`config.mk`:
```
export PLATFORM = sky130hd
export DESIGN_NAME = parametric_eq_section_top
export DESIGN_NICKNAME = d
export VERILOG_FILES = /design/src/rtl/core/peq_pkg.sv /design/src/rtl/core/peq_state_mem.sv /design/src/rtl/core/parametric_eq_section_top.sv
export SDC_FILE = /design/constraint.sdc
export NUM_CORES = 2
export LEC_CHECK = 0
export ABC_AREA = 1
export BUFFER_PORTS_ARGS = -buffer_cell sky130_fd_sc_hd__buf_2
export CAP_MARGIN = 20
export CELL_PAD_IN_SITES_DETAIL_PLACEMENT = 0
export CELL_PAD_IN_SITES_GLOBAL_PLACEMENT = 1
export CORE_MARGIN = 5
export CORE_UTILIZATION = 52
export CTS_BUF_LIST = sky130_fd_sc_hd__clkbuf_8
export DETAILED_ROUTE_END_ITERATION = 10
export MAX_ROUTING_LAYER = met4
export PLACE_DENSITY_LB_ADDON = 0.1
export RECOVER_POWER = 25
export SETUP_SLACK_MARGIN = 0.05
export SLEW_MARGIN = 20
export SYNTH_ARGS = -nofsm -noshare
export SYNTH_HDL_FRONTEND = slang
export SYNTH_SLANG_ARGS = --single-unit
```
`constraint.sdc`:
```
create_clock -name clk -period 21.5 [get_ports clk]
set_clock_uncertainty 0.15 [all_clocks]
set_input_delay 3.225 -clock clk [delete_from_list [all_inputs] [get_ports clk]]
set_output_delay 3.225 -clock clk [all_outputs]
set_load 0.02 [all_outputs]
```
`src/rtl/core/peq_pkg.sv`:
```
`default_nettype none

package peq_pkg;

  localparam int CHANNELS_DEFAULT = 8;

  localparam int SAMPLE_W  = 24;
  localparam int CH_W      = 3;
  localparam int COEF_W    = 32;
  localparam int RAMP_W    = 16;
  localparam int CFG_IDX_W = 3;
  localparam int CFG_DAT_W = 32;
  localparam int PROD_W    = 2 * COEF_W;

  typedef logic signed [COEF_W-1:0]   coef_t;
  typedef logic signed [SAMPLE_W-1:0] sample_t;
  typedef logic signed [PROD_W-1:0]   prod_t;

  typedef enum logic [CFG_IDX_W-1:0] {
    REG_A_START = 3'd0,
    REG_B_START = 3'd1,
    REG_G_START = 3'd2,
    REG_A_STEP  = 3'd3,
    REG_B_STEP  = 3'd4,
    REG_G_STEP  = 3'd5,
    REG_RAMP    = 3'd6
  } cfg_reg_t;

  typedef enum logic [3:0] {
    ST_IDLE,
    ST_LOAD,
    ST_BZ2,
    ST_AZ1,
    ST_BY1,
    ST_AY2,
    ST_GT,
    ST_RES,
    ST_OUT
  } seq_state_t;

  // one channel's lattice states as kept in the state memory
  typedef struct packed {
    coef_t near_val;
    coef_t far_val;
  } state_pair_t;

  function automatic coef_t qadd(input coef_t a, input coef_t b);
    logic signed [COEF_W:0] s;
    s = {a[COEF_W-1], a} + {b[COEF_W-1], b};
    if (s[COEF_W] != s[COEF_W-1]) begin
      return s[COEF_W] ? {1'b1, {(COEF_W-1){1'b0}}} : {1'b0, {(COEF_W-1){1'b1}}};
    end
    return s[COEF_W-1:0];
  endfunction

  function automatic coef_t qsub(input coef_t a, input coef_t b);
    logic signed [COEF_W:0] s;
    s = {a[COEF_W-1], a} - {b[COEF_W-1], b};
    if (s[COEF_W] != s[COEF_W-1]) begin
      return s[COEF_W] ? {1'b1, {(COEF_W-1){1'b0}}} : {1'b0, {(COEF_W-1){1'b1}}};
    end
    return s[COEF_W-1:0];
  endfunction

  // Q8.56 product back to Q4.28: round half up, then saturate
  function automatic coef_t round_q28(input prod_t p);
    prod_t s;
    s = p + 64'sd134217728;
    s = s >>> 28;
    if (s > 64'sd2147483647) begin
      return {1'b0, {(COEF_W-1){1'b1}}};
    end
    if (s < -64'sd2147483648) begin
      return {1'b1, {(COEF_W-1){1'b0}}};
    end
    return s[COEF_W-1:0];
  endfunction

  // Q4.28 to Q1.23 with rounding and saturation
  function automatic sample_t to_sample(input coef_t v);
    logic signed [COEF_W:0] s;
    s = {v[COEF_W-1], v} + 33'sd16;
    s = s >>> 5;
    if (s > 33'sd8388607) begin
      return {1'b0, {(SAMPLE_W-1){1'b1}}};
    end
    if (s < -33'sd8388608) begin
      return {1'b1, {(SAMPLE_W-1){1'b0}}};
    end
    return s[SAMPLE_W-1:0];
  endfunction

endpackage

`default_nettype wire

```
`src/rtl/core/peq_state_mem.sv`:
```
`default_nettype none

module peq_state_mem
  import peq_pkg::*;
#(
  parameter int CHANNELS = CHANNELS_DEFAULT,
  localparam int AW = (CHANNELS > 1) ? $clog2(CHANNELS) : 1
) (
  input  wire logic        clk,
  input  wire logic        rst,
  input  wire logic        rd_en,
  input  wire logic [AW-1:0] rd_addr,
  output state_pair_t      rd_data,
  input  wire logic        wr_en,
  input  wire logic [AW-1:0] wr_addr,
  input  wire state_pair_t wr_data
);

  state_pair_t         mem [CHANNELS];
  logic [CHANNELS-1:0] written;
  state_pair_t         mem_q;
  logic                written_q;

  always_ff @(posedge clk) begin
    if (wr_en) begin
      mem[wr_addr] <= wr_data;
    end
    if (rd_en) begin
      mem_q <= mem[rd_addr];
    end
  end

  // entries not yet written since reset read as zero
  always_ff @(posedge clk) begin
    if (rst) begin
      written   <= '0;
      written_q <= 1'b0;
    end else begin
      if (wr_en) begin
        written[wr_addr] <= 1'b1;
      end
      if (rd_en) begin
        written_q <= written[rd_addr];
      end
    end
  end

  assign rd_data = written_q ? mem_q : '0;

endmodule

`default_nettype wire

```
`src/rtl/core/parametric_eq_section_top.sv`:
```
// From an accepted word to sample_out valid: accept, state read, five multiplies on one shared
// 32x32 multiplier, final subtract; a channel >= CHANNELS goes straight to the output.
// Words are taken one at a time, as set by the single multiplier and the read-modify-write of the
// per-channel state memory; a new word is taken while a result waits.
// Reset (rst, synchronous): lattice states read as zero, coefficients, steps and ramp clear.
`default_nettype none

module parametric_eq_section_top
  import peq_pkg::*;
#(
  parameter int CHANNELS = CHANNELS_DEFAULT
) (
  input  wire logic                 clk,
  input  wire logic                 rst,
  input  wire logic                 in_valid,
  output logic                      in_ready,
  input  wire logic [SAMPLE_W-1:0]  sample_in,
  input  wire logic [CH_W-1:0]      channel,
  output logic                      out_valid,
  input  wire logic                 out_ready,
  output logic [SAMPLE_W-1:0]       sample_out,
  input  wire logic                 cfg_valid,
  output logic                      cfg_ready,
  input  wire logic [CFG_IDX_W-1:0] cfg_index,
  input  wire logic [CFG_DAT_W-1:0] cfg_data
);

  localparam int AW = (CHANNELS > 1) ? $clog2(CHANNELS) : 1;
  localparam logic [AW+CH_W-1:0] CH_LIMIT = (AW + CH_W)'(CHANNELS);

  seq_state_t state, state_next;

  coef_t coef_a, coef_b, gain_term;
  coef_t a_step, b_step, g_step;
  logic [RAMP_W-1:0] frames_left;

  coef_t x, z1, z2, y1, y2, t, res;
  prod_t p;
  coef_t mul_a, mul_b, p_rnd;
  logic [AW-1:0] addr;

  logic [AW+CH_W-1:0] ch_ext;
  logic [AW-1:0]      in_addr;
  logic               in_range;
  logic               accept;
  logic               mem_wr;
  state_pair_t        rd_pair, wr_pair;

  assign ch_ext   = {{AW{1'b0}}, channel};
  assign in_addr  = ch_ext[AW-1:0];
  assign in_range = ch_ext < CH_LIMIT;
  assign accept   = in_valid && in_ready;
  assign cfg_ready = 1'b1;
  assign p_rnd    = round_q28(p);

  // near value in the upper half, far value in the lower half
  assign wr_pair = {y2, qadd(z1, p_rnd)};

  peq_state_mem #(.CHANNELS(CHANNELS)) u_mem (
    .clk     (clk),
    .rst     (rst),
    .rd_en   (accept),
    .rd_addr (in_addr),
    .rd_data (rd_pair),
    .wr_en   (mem_wr),
    .wr_addr (addr),
    .wr_data (wr_pair)
  );

  always_ff @(posedge clk) begin
    if (rst) begin
      state <= ST_IDLE;
    end else begin
      state <= state_next;
    end
  end

  always_comb begin
    state_next = state;
    in_ready   = 1'b0;
    mem_wr     = 1'b0;
    mul_a      = coef_b;
    mul_b      = z2;
    unique case (state)
      ST_IDLE: begin
        in_ready = 1'b1;
        if (in_valid) begin
          state_next = in_range ? ST_LOAD : ST_OUT;
        end
      end
      ST_LOAD: state_next = ST_BZ2;
      ST_BZ2: begin
        mul_a      = coef_b;
        mul_b      = z2;
        state_next = ST_AZ1;
      end
      ST_AZ1: begin
        mul_a      = coef_a;
        mul_b      = z1;
        state_next = ST_BY1;
      end
      ST_BY1: begin
        mul_a      = coef_b;
        mul_b      = y1;
        state_next = ST_AY2;
      end
      ST_AY2: begin
        mul_a      = coef_a;
        mul_b      = y2;
        state_next = ST_GT;
      end
      ST_GT: begin
        mul_a      = gain_term;
        mul_b      = t;
        mem_wr     = 1'b1;
        state_next = ST_RES;
      end
      ST_RES: state_next = ST_OUT;
      ST_OUT: begin
        if (!out_valid || out_ready) begin
          state_next = ST_IDLE;
        end
      end
      default: state_next = ST_IDLE;
    endcase
  end

  // datapath; p always holds the previous cycle's product
  always_ff @(posedge clk) begin
    p <= mul_a * mul_b;
    if (accept) begin
      x    <= {{(COEF_W-SAMPLE_W-5){sample_in[SAMPLE_W-1]}}, sample_in, 5'b0};
      res  <= {{(COEF_W-SAMPLE_W-5){sample_in[SAMPLE_W-1]}}, sample_in, 5'b0};
      addr <= in_addr;
    end
    case (state)
      ST_LOAD: begin
        z1 <= rd_pair.near_val;
        z2 <= rd_pair.far_val;
      end
      ST_AZ1: y1  <= qsub(x, p_rnd);
      ST_BY1: y2  <= qsub(y1, p_rnd);
      ST_AY2: t   <= qsub(qadd(z2, p_rnd), x);
      ST_RES: res <= qsub(x, p_rnd);
      default: ;
    endcase
  end

  // coefficient registers, config loads and per-frame ramp
  always_ff @(posedge clk) begin
    if (rst) begin
      coef_a      <= '0;
      coef_b      <= '0;
      gain_term   <= '0;
      a_step      <= '0;
      b_step      <= '0;
      g_step      <= '0;
      frames_left <= '0;
    end else begin
      if (cfg_valid && cfg_ready) begin
        unique case (cfg_reg_t'(cfg_index))
          REG_A_START: coef_a      <= cfg_data;
          REG_B_START: coef_b      <= cfg_data;
          REG_G_START: gain_term   <= cfg_data;
          REG_A_STEP:  a_step      <= cfg_data;
          REG_B_STEP:  b_step      <= cfg_data;
          REG_G_STEP:  g_step      <= cfg_data;
          REG_RAMP:    frames_left <= cfg_data[RAMP_W-1:0];
          default: ;
        endcase
      end
      if (accept && channel == '0 && frames_left != '0) begin
        coef_a      <= qadd(coef_a, a_step);
        coef_b      <= qadd(coef_b, b_step);
        gain_term   <= qadd(gain_term, g_step);
        frames_left <= frames_left - 1'b1;
      end
    end
  end

  // output register
  always_ff @(posedge clk) begin
    if (rst) begin
      out_valid <= 1'b0;
    end else if (state == ST_OUT && (!out_valid || out_ready)) begin
      out_valid <= 1'b1;
    end else if (out_ready) begin
      out_valid <= 1'b0;
    end
  end

  always_ff @(posedge clk) begin
    if (state == ST_OUT && (!out_valid || out_ready)) begin
      sample_out <= to_sample(res);
    end
  end

endmodule

`default_nettype wire

```
==> summary.md <==
| Metric | Value |
|---|---|
| Sum of overflow across all layers after global routing | `0` |
| Total instance count after detailed placement | `12557` |
| Number of remaining DRC errors | `0` |
| Share of synthesized area occupied by flip-flops and latches | `0.3229` |
| Avg Inst Size Synth | `8.816 um^2` |
| Setup slack of the worst register-to-register path | `8330 ps` |
| Maximum number of pins on one net before global-route repair | `103` |
| Most common cell in the netlist | `nand2_1` |
| Detailed Route WL | `318.0 mm` |
| Via count | `74168` |
| Post-route worst setup slack | `8328 ps` |
| Type of the tightest min-delay check | `flip-flop to flip-flop` |
| Antenna violations before repair | `11` |
| ANT nets after route | `0` |
| Crit path buf inv count | `9` |
| Syn Std Cell Area | `91840 um^2` |
| Cell area power density | `133.5 nW/um^2` |
| Count of cells resized by post-cts repair | `0` |
| Sequential share of power | `0.241` |
| Portion of total power attributed to combinational logic | `0.617` |
| Boundary Pins | `94` |
| Area Growth Syn to Fin | `7.376%` |
| Root Driver | `clkbuf_8` |
| Hold-fix buffers at CTS | `0` |
| CTS tree | `done` |
| Placement row count | `154` |
| Library cell with the largest summed area after synthesis | `edfxtp_1` |
| Post-Route Utilization | `0.5605` |
| Net count of the finished layout | `11987` |
| Violations in the final reports | `max-capacitance violations, max-slew violations` |
| Signal arrival time at the worst endpoint | `13820 ps` |
| Gate count after technology mapping | `10417` |
| Number of buffers inserted during clock tree synthesis | `180` |
| Die height | `430.3 um` |
| Switching Power | `0.006857 W` |
| Placer's final routability congestion estimate | `1.027` |
| Placeable core region | `175900 um^2` |
| H-Tree Level Count | `4` |
| Post-DR wirelength/cell | `24.65 um` |
| Setup repair after global routing missed its margin | `no` |
| Wire length of the first global-routing pass | `475.6 mm` |
| Maximum cell stage delay along the critical path | `2010 ps` |
| Yosys warning total | `0` |
| Final Hold Vio Count | `0` |
| Number of different library cells in the post-synthesis netlist | `64` |
| Final Max Tran Viols | `315` |
| Postcts setup bufs | `0` |
| Global-route usage over all layers | `0.3524` |
| PnR Total Power | `0.01317 W` |
| Number of detailed-routing iterations run before antenna repair | `6` |
| Setup slack at placement | `10050 ps` |
| Fin crit share | `0.6126` |
| Actual slew at the worst max-slew pin | `4343 ps` |
| Source-to-sink clock delay at the later pin of the worst-skew pair | `950 ps` |
| # port buffers | `92` |
| Type of element capturing the critical path | `flip-flop` |
| Top cells by instance count after synthesis | `nand2_1 (1966), inv_1 (1716), nor2_1 (1280), fa_1 (1088), edfxtp_1 (815)` |
| Critical path fanouts, max | `50` |
| Setup TNS after final layout | `0 ps` |
| Proportion of layout cells with a drive suffix above 1 | `0.05468` |
| Post-synth EDFFs | `815` |
| Slew headroom | `-1.896` |
| Leak | `43.27 nW` |
| Worst voltage drop across the vdd grid | `186.0 uV` |
| Initial Utilization | `0.5220` |
| Path type of the worst setup path | `flip-flop to flip-flop` |
| Max_cap viols | `6` |
| Post-layout instance count excluding filler cells | `12901` |
| Routed vias/inst | `5.749` |
| Yosys reg bits | `1074` |
| Critical path data required time | `22150 ps` |
| Area enclosed by the die boundary | `185100 um^2` |
| Post-synth top area share | `0.2665` |
| Internal power | `0.006313 W` |
| Endpoints failing setup | `0` |
| Min cycle time layout | `13170 ps` |
| Clock share of power | `0.143` |
| F_max | `75.92 MHz` |
| Slowest cell on crit path | `clkbuf_1` |
| CP top delay family | `adder cells` |
| Most used cell along the critical path | `fa_1` |
| Clock edge transition at the registers on the reported setup and hold paths | `60 ps` |
| Kind of start point of the critical path | `flip-flop` |
| Sw frac | `0.5206` |
| Maximum root-to-sink buffer count | `3` |
| Primary FF master, synth | `edfxtp_1` |
| Count of routing violations after the opening detailed-route iteration | `6736` |
| HPWL Detailed | `243.9 mm` |
| Fraction of registers with async set/reset | `0` |
| Top post-synthesis cells by area | `edfxtp_1 (27%), fa_1 (24%), nand2_1 (8.0%)` |
| Status | `finished, violations left` |
| Count of clock tree sinks | `1074` |
| Vias in the first global route | `75415` |
| Synth Net Count | `12003` |
| Die Wd | `430.3 um` |
-- placed cells by master, fill, tap and decap left out, types with 141 or more instances in the layout --
cell / netlist / routed
nand2_1: 1966 / 1964
inv_1: 1716 / 1771
nor2_1: 1280 / 1264
fa_1: 1088 / 1088
edfxtp_1: 815 / 815
o21ai_0: 726 / 710
a21oi_1: 511 / 509
ha_1: 431 / 431
dfxtp_1: 259 / 258
clkbuf_8: 0 / 190
xor2_1: 177 / 177
nand3_1: 141 / 141
-- layer usage --
metal / wire, um / global-route usage
met5: 0 / -
met4: 18560 / 0.1640
met3: 24050 / 0.05921
met1: 124900 / 0.4367
met2: 150400 / 0.5689
-- flip-flops by register name (all words and copies together), names as in the netlist, 32 cells and up --
signal / flops
coef_b: 32
coef_a: 32
z2: 32
y2: 32
g_step: 32
b_step: 32
p: 37
gain_term: 32
u_mem.mem: 512
u_mem.mem_q: 64
t: 32
a_step: 32
z1: 32
y1: 32
-- worst min-delay path: stages, from the launching register on --
cell and delay (ps):
dfxtp_1 330, nor2_1 50, nor2_1 70
-- path summary, 6_finish.rpt --
check              startpoint                to  cells past startpoint
min          u_mem.written[5]  u_mem.written[5]                      2
min reg2reg  u_mem.written[5]  u_mem.written[5]                      2
max                  state[3]             p[60]                     32
max reg2reg          state[3]             p[60]                     32
-- power by group through the flow --
| stage | sequential, W | clock, W | combinational, W |
|---|---|---|---|
| finish | 0.00317 | 0.00188 | 0.00812 |
| global route | 0.00318 | 0.00201 | 0.00875 |
| CTS | 0.00317 | 0.00190 | 0.00800 |
| detailed placement | 0.00321 | 0 | 0.00794 |
| global placement | 0.00320 | 0 | 0.00795 |
| floorplan | 0.00314 | 0 | 0.00498 |
-- area by class of cell --
class	instances	area [um^2]
inverters	1742	6554
well taps	2340	2928
fillers	16198	77310
flip-flops and latches	1074	29660
multi-input cells	7194	54340
repair buffers	209	1343
diodes	8	20.02
clock inverters	145	1170
clock buffers	189	2601
-- per-stage QoR --
stage	hold slack [ps]	instance area (um^2)
after detailed placement	309.6	94820
final	328.4	98610
after global placement	296.6	94810
after floorplan	284.9	91840
after global routing	350.0	98610
after CTS	323.4	98590
-- cell families (layout without fill, tap and decap cells) --
| logic type | Yosys count | count (layout) | share of synthesized area |
|---|---|---|---|
| other cells | 1 | 9 | 0.00004083 |
| fa+ha+maj | 1519 | 1519 | 0.2959 |
| compound gates | 1782 | 1782 | 0.1099 |
| buf+inv | 2149 | 2285 | 0.08856 |
| simple gates | 3596 | 3596 | 0.1545 |
| flops | 1074 | 1074 | 0.3229 |
| xor+xnor | 296 | 296 | 0.02823 |
Note: power is estimated with default switching activity, not from simulation.
